## src/rtl/core/sil_pkg.sv

```systemverilog
`timescale 1ns / 1ps
// ----------------------------------------------------------------------------
// sil_pkg: shared types and constants of the sorted insert list
// Sizes of the list and of the stream payload, the entry record and the
// insert command that runs along the row of cells.
// ----------------------------------------------------------------------------
package sil_pkg;

    localparam int DEPTH      = 64;
    localparam int HANDLE_W   = 16;
    localparam int KEY_W      = 31;
    localparam int POS_W      = 6;
    localparam int COUNT_W    = 7;
    localparam int IDX_W      = $clog2(DEPTH);
    localparam int CNT_W      = $clog2(DEPTH + 1);

    // read tree: groups of eight cells, register stage after the first level only
    localparam int GRP_SIZE   = 8;
    localparam int GRP_W      = $clog2(GRP_SIZE);
    localparam int NUM_GRP    = DEPTH / GRP_SIZE;

    localparam int IN_DATA_W  = 56;
    localparam int OUT_DATA_W = 56;

    // input tdata layout
    localparam int IN_HANDLE_LSB = 0;
    localparam int IN_KEY_LSB    = IN_HANDLE_LSB + HANDLE_W;
    localparam int IN_POS_LSB    = IN_KEY_LSB + KEY_W;

    typedef enum logic [1:0] {
        ST_IDLE,
        ST_READ_GROUP,
        ST_READ_SEL
    } state_t;

    typedef enum logic {
        ACT_INSERT = 1'b0,
        ACT_READ   = 1'b1
    } action_t;

    typedef struct packed {
        logic [HANDLE_W-1:0] handle;
        logic [KEY_W-1:0]    key;
    } entry_t;

    typedef struct packed {
        logic                wr;
        logic [HANDLE_W-1:0] handle;
        logic [KEY_W-1:0]    key;
    } ins_cmd_t;

endpackage

```

## src/rtl/core/sil_cell.sv

```systemverilog
`timescale 1ns / 1ps
// ----------------------------------------------------------------------------
// sil_cell: one compare-and-shift cell of the list
// Holds one entry. On an insert it takes its lower neighbour's entry when
// that one moves up, takes the new entry where it lands, or holds.
// ----------------------------------------------------------------------------
module sil_cell (
    input  logic              clk,
    input  sil_pkg::ins_cmd_t ins,
    input  logic              occupied,
    input  logic              at_tail,
    input  logic              prev_gt,
    input  sil_pkg::entry_t   prev_entry,
    output logic              gt,
    output sil_pkg::entry_t   entry
);

    sil_pkg::entry_t entry_reg;
    sil_pkg::entry_t entry_next;

    // strictly greater: equal keys stay below the new entry
    assign gt    = occupied && (entry_reg.key > ins.key);
    assign entry = entry_reg;

    always_comb
    begin
        entry_next = entry_reg;
        if (ins.wr)
        begin
            if (prev_gt)
            begin
                entry_next = prev_entry;
            end
            else if (gt || at_tail)
            begin
                entry_next.handle = ins.handle;
                entry_next.key    = ins.key;
            end
        end
    end

    always_ff @(posedge clk)
    begin
        entry_reg <= entry_next;
    end

endmodule

```

## config.mk

```make
export PLATFORM = sky130hd
export DESIGN_NAME = sil_cell
export DESIGN_NICKNAME = d
export VERILOG_FILES = /design/src/rtl/core/sil_pkg.sv /design/src/rtl/core/sil_cell.sv
export SDC_FILE = /design/constraint.sdc
export NUM_CORES = 1
export LEC_CHECK = 0
export ABC_AREA = 1
export BUFFER_PORTS_ARGS = -buffer_cell sky130_fd_sc_hd__buf_4
export CAP_MARGIN = 10
export CORE_ASPECT_RATIO = 1.75
export CORE_MARGIN = 2
export CORE_UTILIZATION = 49
export DETAILED_ROUTE_END_ITERATION = 6
export PLACE_DENSITY = 0.91
export REMOVE_ABC_BUFFERS = 1
export SLEW_MARGIN = 25
export SYNTH_ARGS = -nofsm -noshare
export SYNTH_HDL_FRONTEND = slang
export SYNTH_SLANG_ARGS = --single-unit
```

## constraint.sdc

```tcl
create_clock -name clk -period 7.1 [get_ports clk]
set_input_delay 1.42 -clock clk [delete_from_list [all_inputs] [get_ports clk]]
set_output_delay 1.42 -clock clk [all_outputs]
set_load 0.005 [all_outputs]
```

After elaboration in Yosys (flattened, before gate mapping)
Index checks and enable logic that the tools add are counted.
{"block": "classes", "bitwise": 0, "mux": 2, "n_div": 0, "n_shift": 0, "magnitude_cmp": 1, "mul": 0, "addsub": 0, "n_eq_ne": 0, "reduce_logical": 4}
{"cell": "2-to-1 mux 47 bit", "count": 2}
{"cell": "> comparator 31 bit", "count": 1}
{"cell": "AND reduction 2 bit", "count": 1}
{"cell": "nonzero test 2 bit", "count": 1}
{"cell": "logical AND 1 bit", "count": 1}
{"cell": "logical OR 1 bit", "count": 1}
{"block": "word_totals", "output_inout_bits": 48, "elab_cells": 9, "ff_bits": 47, "mem_bits_ro": 0, "inputBits": 99, "latch_bits": 0, "mem_count": 0, "ramBits": 0}

Logic depth before layout (Yosys ltp)
Gate-level depths: netlist (run 1).
{"block": "logic_depth", "depth_word": 5, "depth_mapped": 13, "ltp_nobuf": 13}

Least setup slack after synthesis (run 1)
OpenSTA, ideal clock, no wires.
{"block": "synth_path", "path_kind": "input-to-reg", "from": "in ins[30] in the netlist's numbering", "to": "reg entry_reg, in the netlist entry[0] (enable)", "setup_ns": 0.421, "cell_stages": 10, "arrival_ns": 3.706, "slack_ns": 2.973, "n_path_buf": 0, "required_ns": 6.679, "path_cell_list": "inv_1 -> ha_1 -> nand2_2 -> nor2_4 -> nand2_2 -> nor3_2 -> nand2_1 -> nand2_1 -> nand2_2 -> a21oi_2"}
{"block": "synth_via", "elab_chain_cells": 5}
{"item": "start, declared", "line_no": "sil_cell.sv:9", "text": "input sil_pkg::ins_cmd_t ins,"}
{"item": "> comparator 31 bit", "line_no": "sil_cell.sv:22", "text": "assign gt = occupied && (entry_reg.key > ins.key);"}
{"item": "logical AND 1 bit", "line_no": "sil_cell.sv:22"}
{"item": "logical OR 1 bit", "line_no": "sil_cell.sv:34", "text": "else if (gt || at_tail)"}
{"item": "nonzero test 2 bit (no source line)"}
{"item": "AND reduction 2 bit (no source line)"}
{"item": "end signal, assigned", "line_no": "sil_cell.sv:44", "text": "entry_reg <= entry_next;"}
{"item": "end, declared", "line_no": "sil_cell.sv:18", "text": "sil_pkg::entry_t entry_reg;"}
Every way passes these cells.
A chain may end at the register's enable or synchronous reset.

Worst setup path after layout (run 1)
{"block": "layout_path", "from": "in ins[14] in the netlist's numbering", "to": "out gt"}
{"block": "layout_via", "elab_chain_cells": 2}
{"item": "> comparator 31 bit", "line_no": "sil_cell.sv:22"}
{"item": "logical AND 1 bit", "line_no": "sil_cell.sv:22"}
{"item": "end, declared", "line_no": "sil_cell.sv:14", "text": "output logic gt,"}
Every way passes these cells.

==> results of run 1 <==
[how the worst max path moves through the flow]
stage               slack, ps  endpoint  startpoint
floorplan                2970  entry[0]     ins[30]
global placement         2990        gt     ins[14]
detailed placement       2960        gt      ins[6]
CTS                      2950        gt      ins[6]
global route             2790        gt     ins[14]
finish                   2960        gt     ins[14]
[cells in the mapped netlist]
cell type   n  area share
a21boi_1    1      0.0026
nand2_2     4      0.0088
o21ai_1    30       0.053
nor2_2      1      0.0022
nor2_1      9       0.012
inv_2       2      0.0026
nor2_4      1      0.0039
clkinv_1    1      0.0013
mux2_1     17       0.067
edfxtp_1   47        0.49
nand3_1     2      0.0035
ha_1       31        0.14
buf_4       1      0.0026
a21o_1      2      0.0053
a21oi_1    10       0.018
buf_2       3      0.0053
nor3_2      1      0.0035
clkbuf_1    5      0.0066
inv_1      47       0.062
nand4_1     4      0.0088
a21oi_2     1      0.0031
nand2_1    75       0.099
[layer usage]
layer  up-vias  global-route usage
met5         -                   0
met4         0              0.1353
li1       1269                   -
met1      1153              0.2291
met2       102              0.4323
met3        32             0.05322
[report_power, final]
part           leakage, nW  internal [mW]  total [mW]  switching [mW]
clock network       0.0654          0.141       0.236          0.0953
registers            0.456          0.332       0.341         0.00910
logic                 1.56         0.0901       0.167          0.0772
total                 2.09          0.562       0.744           0.182
[kinds of logic after synthesis]
logic type      synth area share
fa+ha+maj                 0.1359
buf+inv                  0.08023
flops                     0.4945
simple gates              0.1412
mux                      0.06707
compound gates           0.08110
[through the flow]
step | setup WS (ps) | power [mW] | std cells | utilization
after global placement | 2985 | 0.5062 | 509 | 0.7195
final | 2960 | 0.7440 | 517 | 0.7433
after detailed placement | 2961 | 0.5146 | 509 | 0.7195
after CTS | 2952 | 0.7485 | 517 | 0.7433
after global routing | 2793 | 0.7761 | 517 | 0.7433
after floorplan | 2973 | 0.4166 | 286 | -
[area by class of cell]
| class | count | area [um^2] |
|---|---|---|
| Clock buffer | 6 | 72.57 |
| Clock inverter | 2 | 60.06 |
| Fill cell | 437 | 1434 |
| Inverter | 50 | 187.7 |
| Multi-Input combinational cell | 189 | 1221 |
| Sequential cell | 47 | 1411 |
| Tap cell | 76 | 95.09 |
| Timing Repair Buffer | 147 | 1104 |
==> summary.md, run 1 <==
| Metric | Value |
|---|---|
| Status | `complete, no violations` |
| Arrival time of the worst setup path | `about 2700 ps` |
| Worst Skew | `4.116 ps` |
| Worst ir drop on vdd | `~180 uV` |
| CP Launch Type | `input pin` |
| Remaining Overflow, GRT | `0` |
| Clock latency of the later-clocked register in the worst-skew pair | `~310 ps` |
| TritonCTS clock tree | `yes` |
| Smallest hold slack | `1388 ps` |
| Met2 wirelength from detailed routing | `around 4200 um` |
| DRC violation count after routing | `0` |
| Worst reg2reg endpoint | `entry[7]` |
| Sum of met3 wire segment lengths after detailed routing | `384 um` |
| Post-CTS sizing | `0` |
| Worst min-delay path class | `in2reg` |
| Quantity of I/O buffers inserted on ports | `about 150` |
| End of the worst hold path | `entry[32]` |
| Most frequent standard cell in the layout excluding fill and tap cells | `buf_4` |
| Most frequent cells in the layout | `buf_4, nand2_1, inv_1, edfxtp_1, ha_1` |
| Initial standard-cell utilization of the core | `0.5110` |
| Count of yosys warnings during synthesis | `0` |
| DIE WIDTH | `about 60 um` |
| Crit path kind | `in2out` |
| Post-DR vias/cell | `around 5` |
| Max-slew violations | `0` |
| Quantity of hold-fixing buffers added after cts | `0` |
| DP Area | `approximately 4000 um^2` |
| Post-layout min period | `slightly above 4000 ps` |
| Count of final setup violators | `0` |
| R2R setup slack | `between 4000 and 5000 ps` |
| Total leakage power | `2.085 nW` |
| Total stage count of the critical path | `14` |
| Crit-path most repeated cell | `nand2_1` |
| Post-CTS Setup Inserts | `0` |
| Power per cell area | `about 180 nW/um^2` |
| Number of flip-flops and latches in the synthesized netlist | `47` |
| Synth-to-layout area growth | `45.46%` |
| Initial antenna violation count | `0` |
| Row cnt | `36` |
| Die Area | `about 6500 um^2` |
| First DRT Iteration DRCs | `~130` |
| Sum Neg Setup Slack | `0 ps` |
| Overall die height | `approximately 100 um` |
| Net count of the finished layout | `570` |
| Final worst path period share | `0.5830` |
| Final instance area | `about 4200 um^2` |
| Element type at the critical path end | `primary output` |
| RSZ-0062 raised after global routing | `no` |
| Routed met1 length | `approximately 2500 um` |
| Critical path peak fanout | `2` |
| Total vias in the final route | `between 2k and 3k` |
| Headroom to the max-slew limit | `0.4794` |
| Gate Count Post-Synth | `around 300` |
| Family with the most delay on the worst path | `simple AND/OR/NAND/NOR gates` |
| Detailed-placement wirelength estimate | `5851 um` |
| Uppermost layer routed | `met4` |
| Final routed wirelength across all metal layers | `between 7000 and 8000 um` |
| H-Tree Depth | `2` |
| Buffers & Inverters on Critical Path | `5` |
| Number of maximum-capacitance violations | `0` |
| Chain of cells forming the critical path | `buf_4 -> inv_1 -> ha_1 -> nand2_1 -> nor2_1 -> nand3_1 -> clkinv_1 -> nand2_1 -> nand2_1 -> nand2_1 -> nand2_1 -> nand2_2 -> inv_1 -> buf_4` |
| Vias in the first global route | `2,697` |
| R2r startpoint | `entry[14]` |
| Max reg flops | `47` |
| Slowest stage delay, CP | `roughly 290 ps` |
| Core area | `approximately 5600 um^2` |
| Wire length of the first global-routing pass | `between 10,000 and 15,000 um` |
| Final-report hold violation count | `0` |
| Cell area after technology mapping | `2854 um^2` |
| Slowest cell on the critical path | `ha_1` |
| Highest attainable clock frequency | `approximately 0.24 GHz` |
| Drt first pass iters | `6` |
| Number of buffers created by CTS | `5` |
| Worst r2r path cells | `12` |
| Gr usage total | `0.2394` |
| Clk Tree Root Cell | `clkbuf_8` |
| Clock transition time at the flip-flop clock pins of the worst setup and hold paths | `around 90 ps` |
| Share of synthesized area occupied by flip-flops and latches | `0.4945` |
| Routed length per instance | `roughly 14 um` |
| Weighted congestion at the end of routability-driven global placement | `~0.82` |
| Average footprint of a synthesized cell | `~9.7 um^2` |
| Required time worst endpoint | `roughly 5700 ps` |
| Post-route ant nets | `0` |
| Largest buffer count on any clock path | `2` |
| Launch instance of the worst min-delay path | `ins[32]` |
| Transition time at the pin with the least slew margin | `roughly 780 ps` |
| Number of distinct library cells after synthesis | `22` |
| Largest net degree at the start of global routing | `79` |
| Ports placed on the boundary | `between 100 and 150` |
| Clock sink total | `47` |
| Proportion of layout cells with a drive suffix above 1 | `0.3719` |
| Number of instances on the worst hold path | `2` |
| Number of antenna repair diodes | `0` |
Power figures use the tool's default switching activity.
==> run 2, diff against run 1 <==
--- a/config.mk
+++ b/config.mk
@@ -10,9 +10,9 @@
 export CAP_MARGIN = 10
 export CORE_ASPECT_RATIO = 1.75
 export CORE_MARGIN = 2
-export CORE_UTILIZATION = 49
+export CORE_UTILIZATION = 46
 export DETAILED_ROUTE_END_ITERATION = 6
-export PLACE_DENSITY = 0.91
+export PLACE_DENSITY = 0.86
 export REMOVE_ABC_BUFFERS = 1
 export SLEW_MARGIN = 25
 export SYNTH_ARGS = -nofsm -noshare
==> constraint.sdc (replaced) <==
create_clock -name clk -period 4.1 [get_ports clk]
set_input_delay 0.82 -clock clk [delete_from_list [all_inputs] [get_ports clk]]
set_output_delay 0.82 -clock clk [all_outputs]
set_load 0.005 [all_outputs]
==> summary.md, run 2 (synthesized netlist as in run 1, its figures left out) <==
| Metric | Value |
|---|---|
| Status | `complete, no violations` |
| Post-route ant nets | `0 (unchanged)` |
| Core area | `6086 um^2 (+9.0%)` |
| DP Area | `4031 um^2 (+0.31%)` |
| R2R setup slack | `1580 ps (-3030 ps)` |
| Final worst path period share | `0.7273` |
| Smallest hold slack | `797.6 ps (-590.0 ps)` |
| Post-route total power | `1.147 mW (+54%)` |
| Final-report hold violation count | `0 (unchanged)` |
| Most frequent standard cell in the layout excluding fill and tap cells | `buf_4` |
| Instance count after placement with tap cells included | `514 (+0.98%)` |
| H-Tree Depth | `2 (unchanged)` |
| Sum Neg Setup Slack | `0 ps (unchanged)` |
| Post-layout worst setup margin | `1118 ps (-1843 ps)` |
| Row cnt | `38 (+5.6%)` |
| Wire length of the first global-routing pass | `11,320 um (-1.6%)` |
| Overall die height | `108.2 um (+3.1%)` |
| Pre-CTS worst setup slack | `1089 ps (-1872 ps)` |
| Required time worst endpoint | `3280 ps (-2400 ps)` |
| Initial standard-cell utilization of the core | `0.4690 (-0.04202)` |
| Vias in the first global route | `2,491 (-7.6%)` |
| Number of maximum-capacitance violations | `0 (unchanged)` |
| TritonCTS clock tree | `yes` |
| Transition time at the pin with the least slew margin | `617.3 ps (-163.7 ps)` |
| Crit-path most repeated cell | `nand2_1` |
| Launch instance of the worst min-delay path | `ins[44]` |
| R2r startpoint | `entry[14]` |
| Routed length per instance | `13.41 um (-7.4%)` |
| Fin util | `0.6756 (-0.06770)` |
| Die Area | `6875 um^2 (+6.2%)` |
| Quantity of I/O buffers inserted on ports | `146 (unchanged)` |
| Highest attainable clock frequency | `0.3353 GHz` |
| Number of instances on the worst hold path | `2 (unchanged)` |
| Final instance area | `4111 um^2 (-0.96%)` |
| Worst min-delay path class | `in2reg` |
| Headroom to the max-slew limit | `0.5885 (+0.1091)` |
| Count of placed standard cells in the final layout, fillers left out | `522 (+0.97%)` |
| Post-CTS Setup Inserts | `0 (unchanged)` |
| Quantity of hold-fixing buffers added after cts | `0 (unchanged)` |
| RSZ-0062 raised after global routing | `no` |
| Count of final setup violators | `0 (unchanged)` |
| Drt first pass iters | `7 (+1)` |
| Post-layout min period | `2982 ps` |
| Worst setup path endpoint | `gt` |
| Most frequent cells in the layout | `buf_4, nand2_1, inv_1, edfxtp_1, ha_1` |
| Power per cell area | `279.1 nW/um^2 (+56%)` |
| Clock transition time at the flip-flop clock pins of the worst setup and hold paths | `80 ps (about the same)` |
| Clock latency of the later-clocked register in the worst-skew pair | `310 ps (about the same)` |
| First DRT Iteration DRCs | `104 (-21%)` |
| Total leakage power | `2.065 nW (-0.97%)` |
| DIE WIDTH | `63.54 um (+3.0%)` |
| Total vias in the final route | `2,490 (-2.6%)` |
| Slowest stage delay, CP | `290 ps (about the same)` |
| Number of antenna repair diodes | `0 (unchanged)` |
| DRC violation count after routing | `0 (unchanged)` |
| Worst ir drop on vdd | `232.7 uV (+29%)` |
| Initial antenna violation count | `0 (unchanged)` |
| Post-DR vias/cell | `4.770 (-3.5%)` |
| Clk Tree Root Cell | `clkbuf_8` |
| Weighted congestion at the end of routability-driven global placement | `0.8161 (-1.0%)` |
| Family with the most delay on the worst path | `simple AND/OR/NAND/NOR gates` |
| CP Launch Type | `input pin` |
| Max reg flops | `47 (unchanged)` |
| Post-CTS sizing | `0 (unchanged)` |
| Largest net degree at the start of global routing | `48 (-39%)` |
| Remaining Overflow, GRT | `0 (unchanged)` |
| Clock sink total | `47 (unchanged)` |
| Final routed wirelength across all metal layers | `7002 um (-6.5%)` |
| Crit path kind | `in2out` |
| Number of buffers created by CTS | `5 (unchanged)` |
| Largest buffer count on any clock path | `2 (unchanged)` |
| Chain of cells forming the critical path | `buf_4 -> inv_1 -> ha_1 -> nand2_1 -> nor2_1 -> nand3_1 -> clkinv_1 -> nand2_1 -> nand2_1 -> nand2_1 -> nand2_1 -> nand2_2 -> inv_1 -> buf_4` |
| Net count of the finished layout | `571 (+0.18%)` |
| Total stage count of the critical path | `14 (unchanged)` |
| Worst reg2reg endpoint | `entry[33]` |
| Arrival time of the worst setup path | `2160 ps (-560 ps)` |
| Worst Skew | `6.979 ps (+2.864 ps)` |
| Proportion of layout cells with a drive suffix above 1 | `0.3688 (-0.003104)` |
| Slowest cell on the critical path | `ha_1` |
| Ports placed on the boundary | `147 (unchanged)` |
| Synth-to-layout area growth | `44.06%` |
| Element type at the critical path end | `primary output` |
| Worst r2r path cells | `12 (unchanged)` |
| Launching element of the worst setup path | `ins[14]` |
| Buffers & Inverters on Critical Path | `5 (unchanged)` |
| Gr usage total | `0.2113 (-0.02802)` |
| Critical path peak fanout | `2 (unchanged)` |
| Max-slew violations | `0 (unchanged)` |
| Detailed-placement wirelength estimate | `5642 um (-3.6%)` |
-- run 2: layer usage --
layer / global-route usage / share of wire / wire length [um] / vias to the layer above
met5: 0 / 0 / 0 / -
met4: 0.08696 / 0.028 / 199 / 0
met3: 0.04995 / 0.051 / 356 / 17
met2: 0.3947 / 0.57 / 3967 / 87
met1: 0.2237 / 0.35 / 2479 / 1115
li1: - / - / - / 1271
-- run 2: worst min-delay path by stage --
stage / to
after floorplan: entry[10]
after global placement: entry[7]
after detailed placement: entry[42]
after CTS: entry[44]
after global routing: entry[44]
final: entry[44]
-- run 2: where the power goes --
part	internal, mW	switching (mW)
sequential	0.574	0.0168
combinational	0.156	0.131
clock	0.117	0.153
-- run 2: layout make-up --
class                      count  area [um^2]
fill                         516         1974
tap                           80        100.1
inverter                      50        187.7
timing repair buffer         148         1111
multi-input combinational    189         1221
clock buffer                   6        72.57
sequential                    47         1411
clock inverter                 2        7.507
-- run 2: worst reg2reg max path: stages, from the launching register on --
cell and delay (ps):
edfxtp_1 430, ha_1 320, nand2_1 70, nor2_1 150, nand3_1 150, clkinv_1 70, nand2_1 50, nand2_1 70
nand2_1 50, nand2_1 70, nand2_2 70, a21oi_4 110, buf_4 500
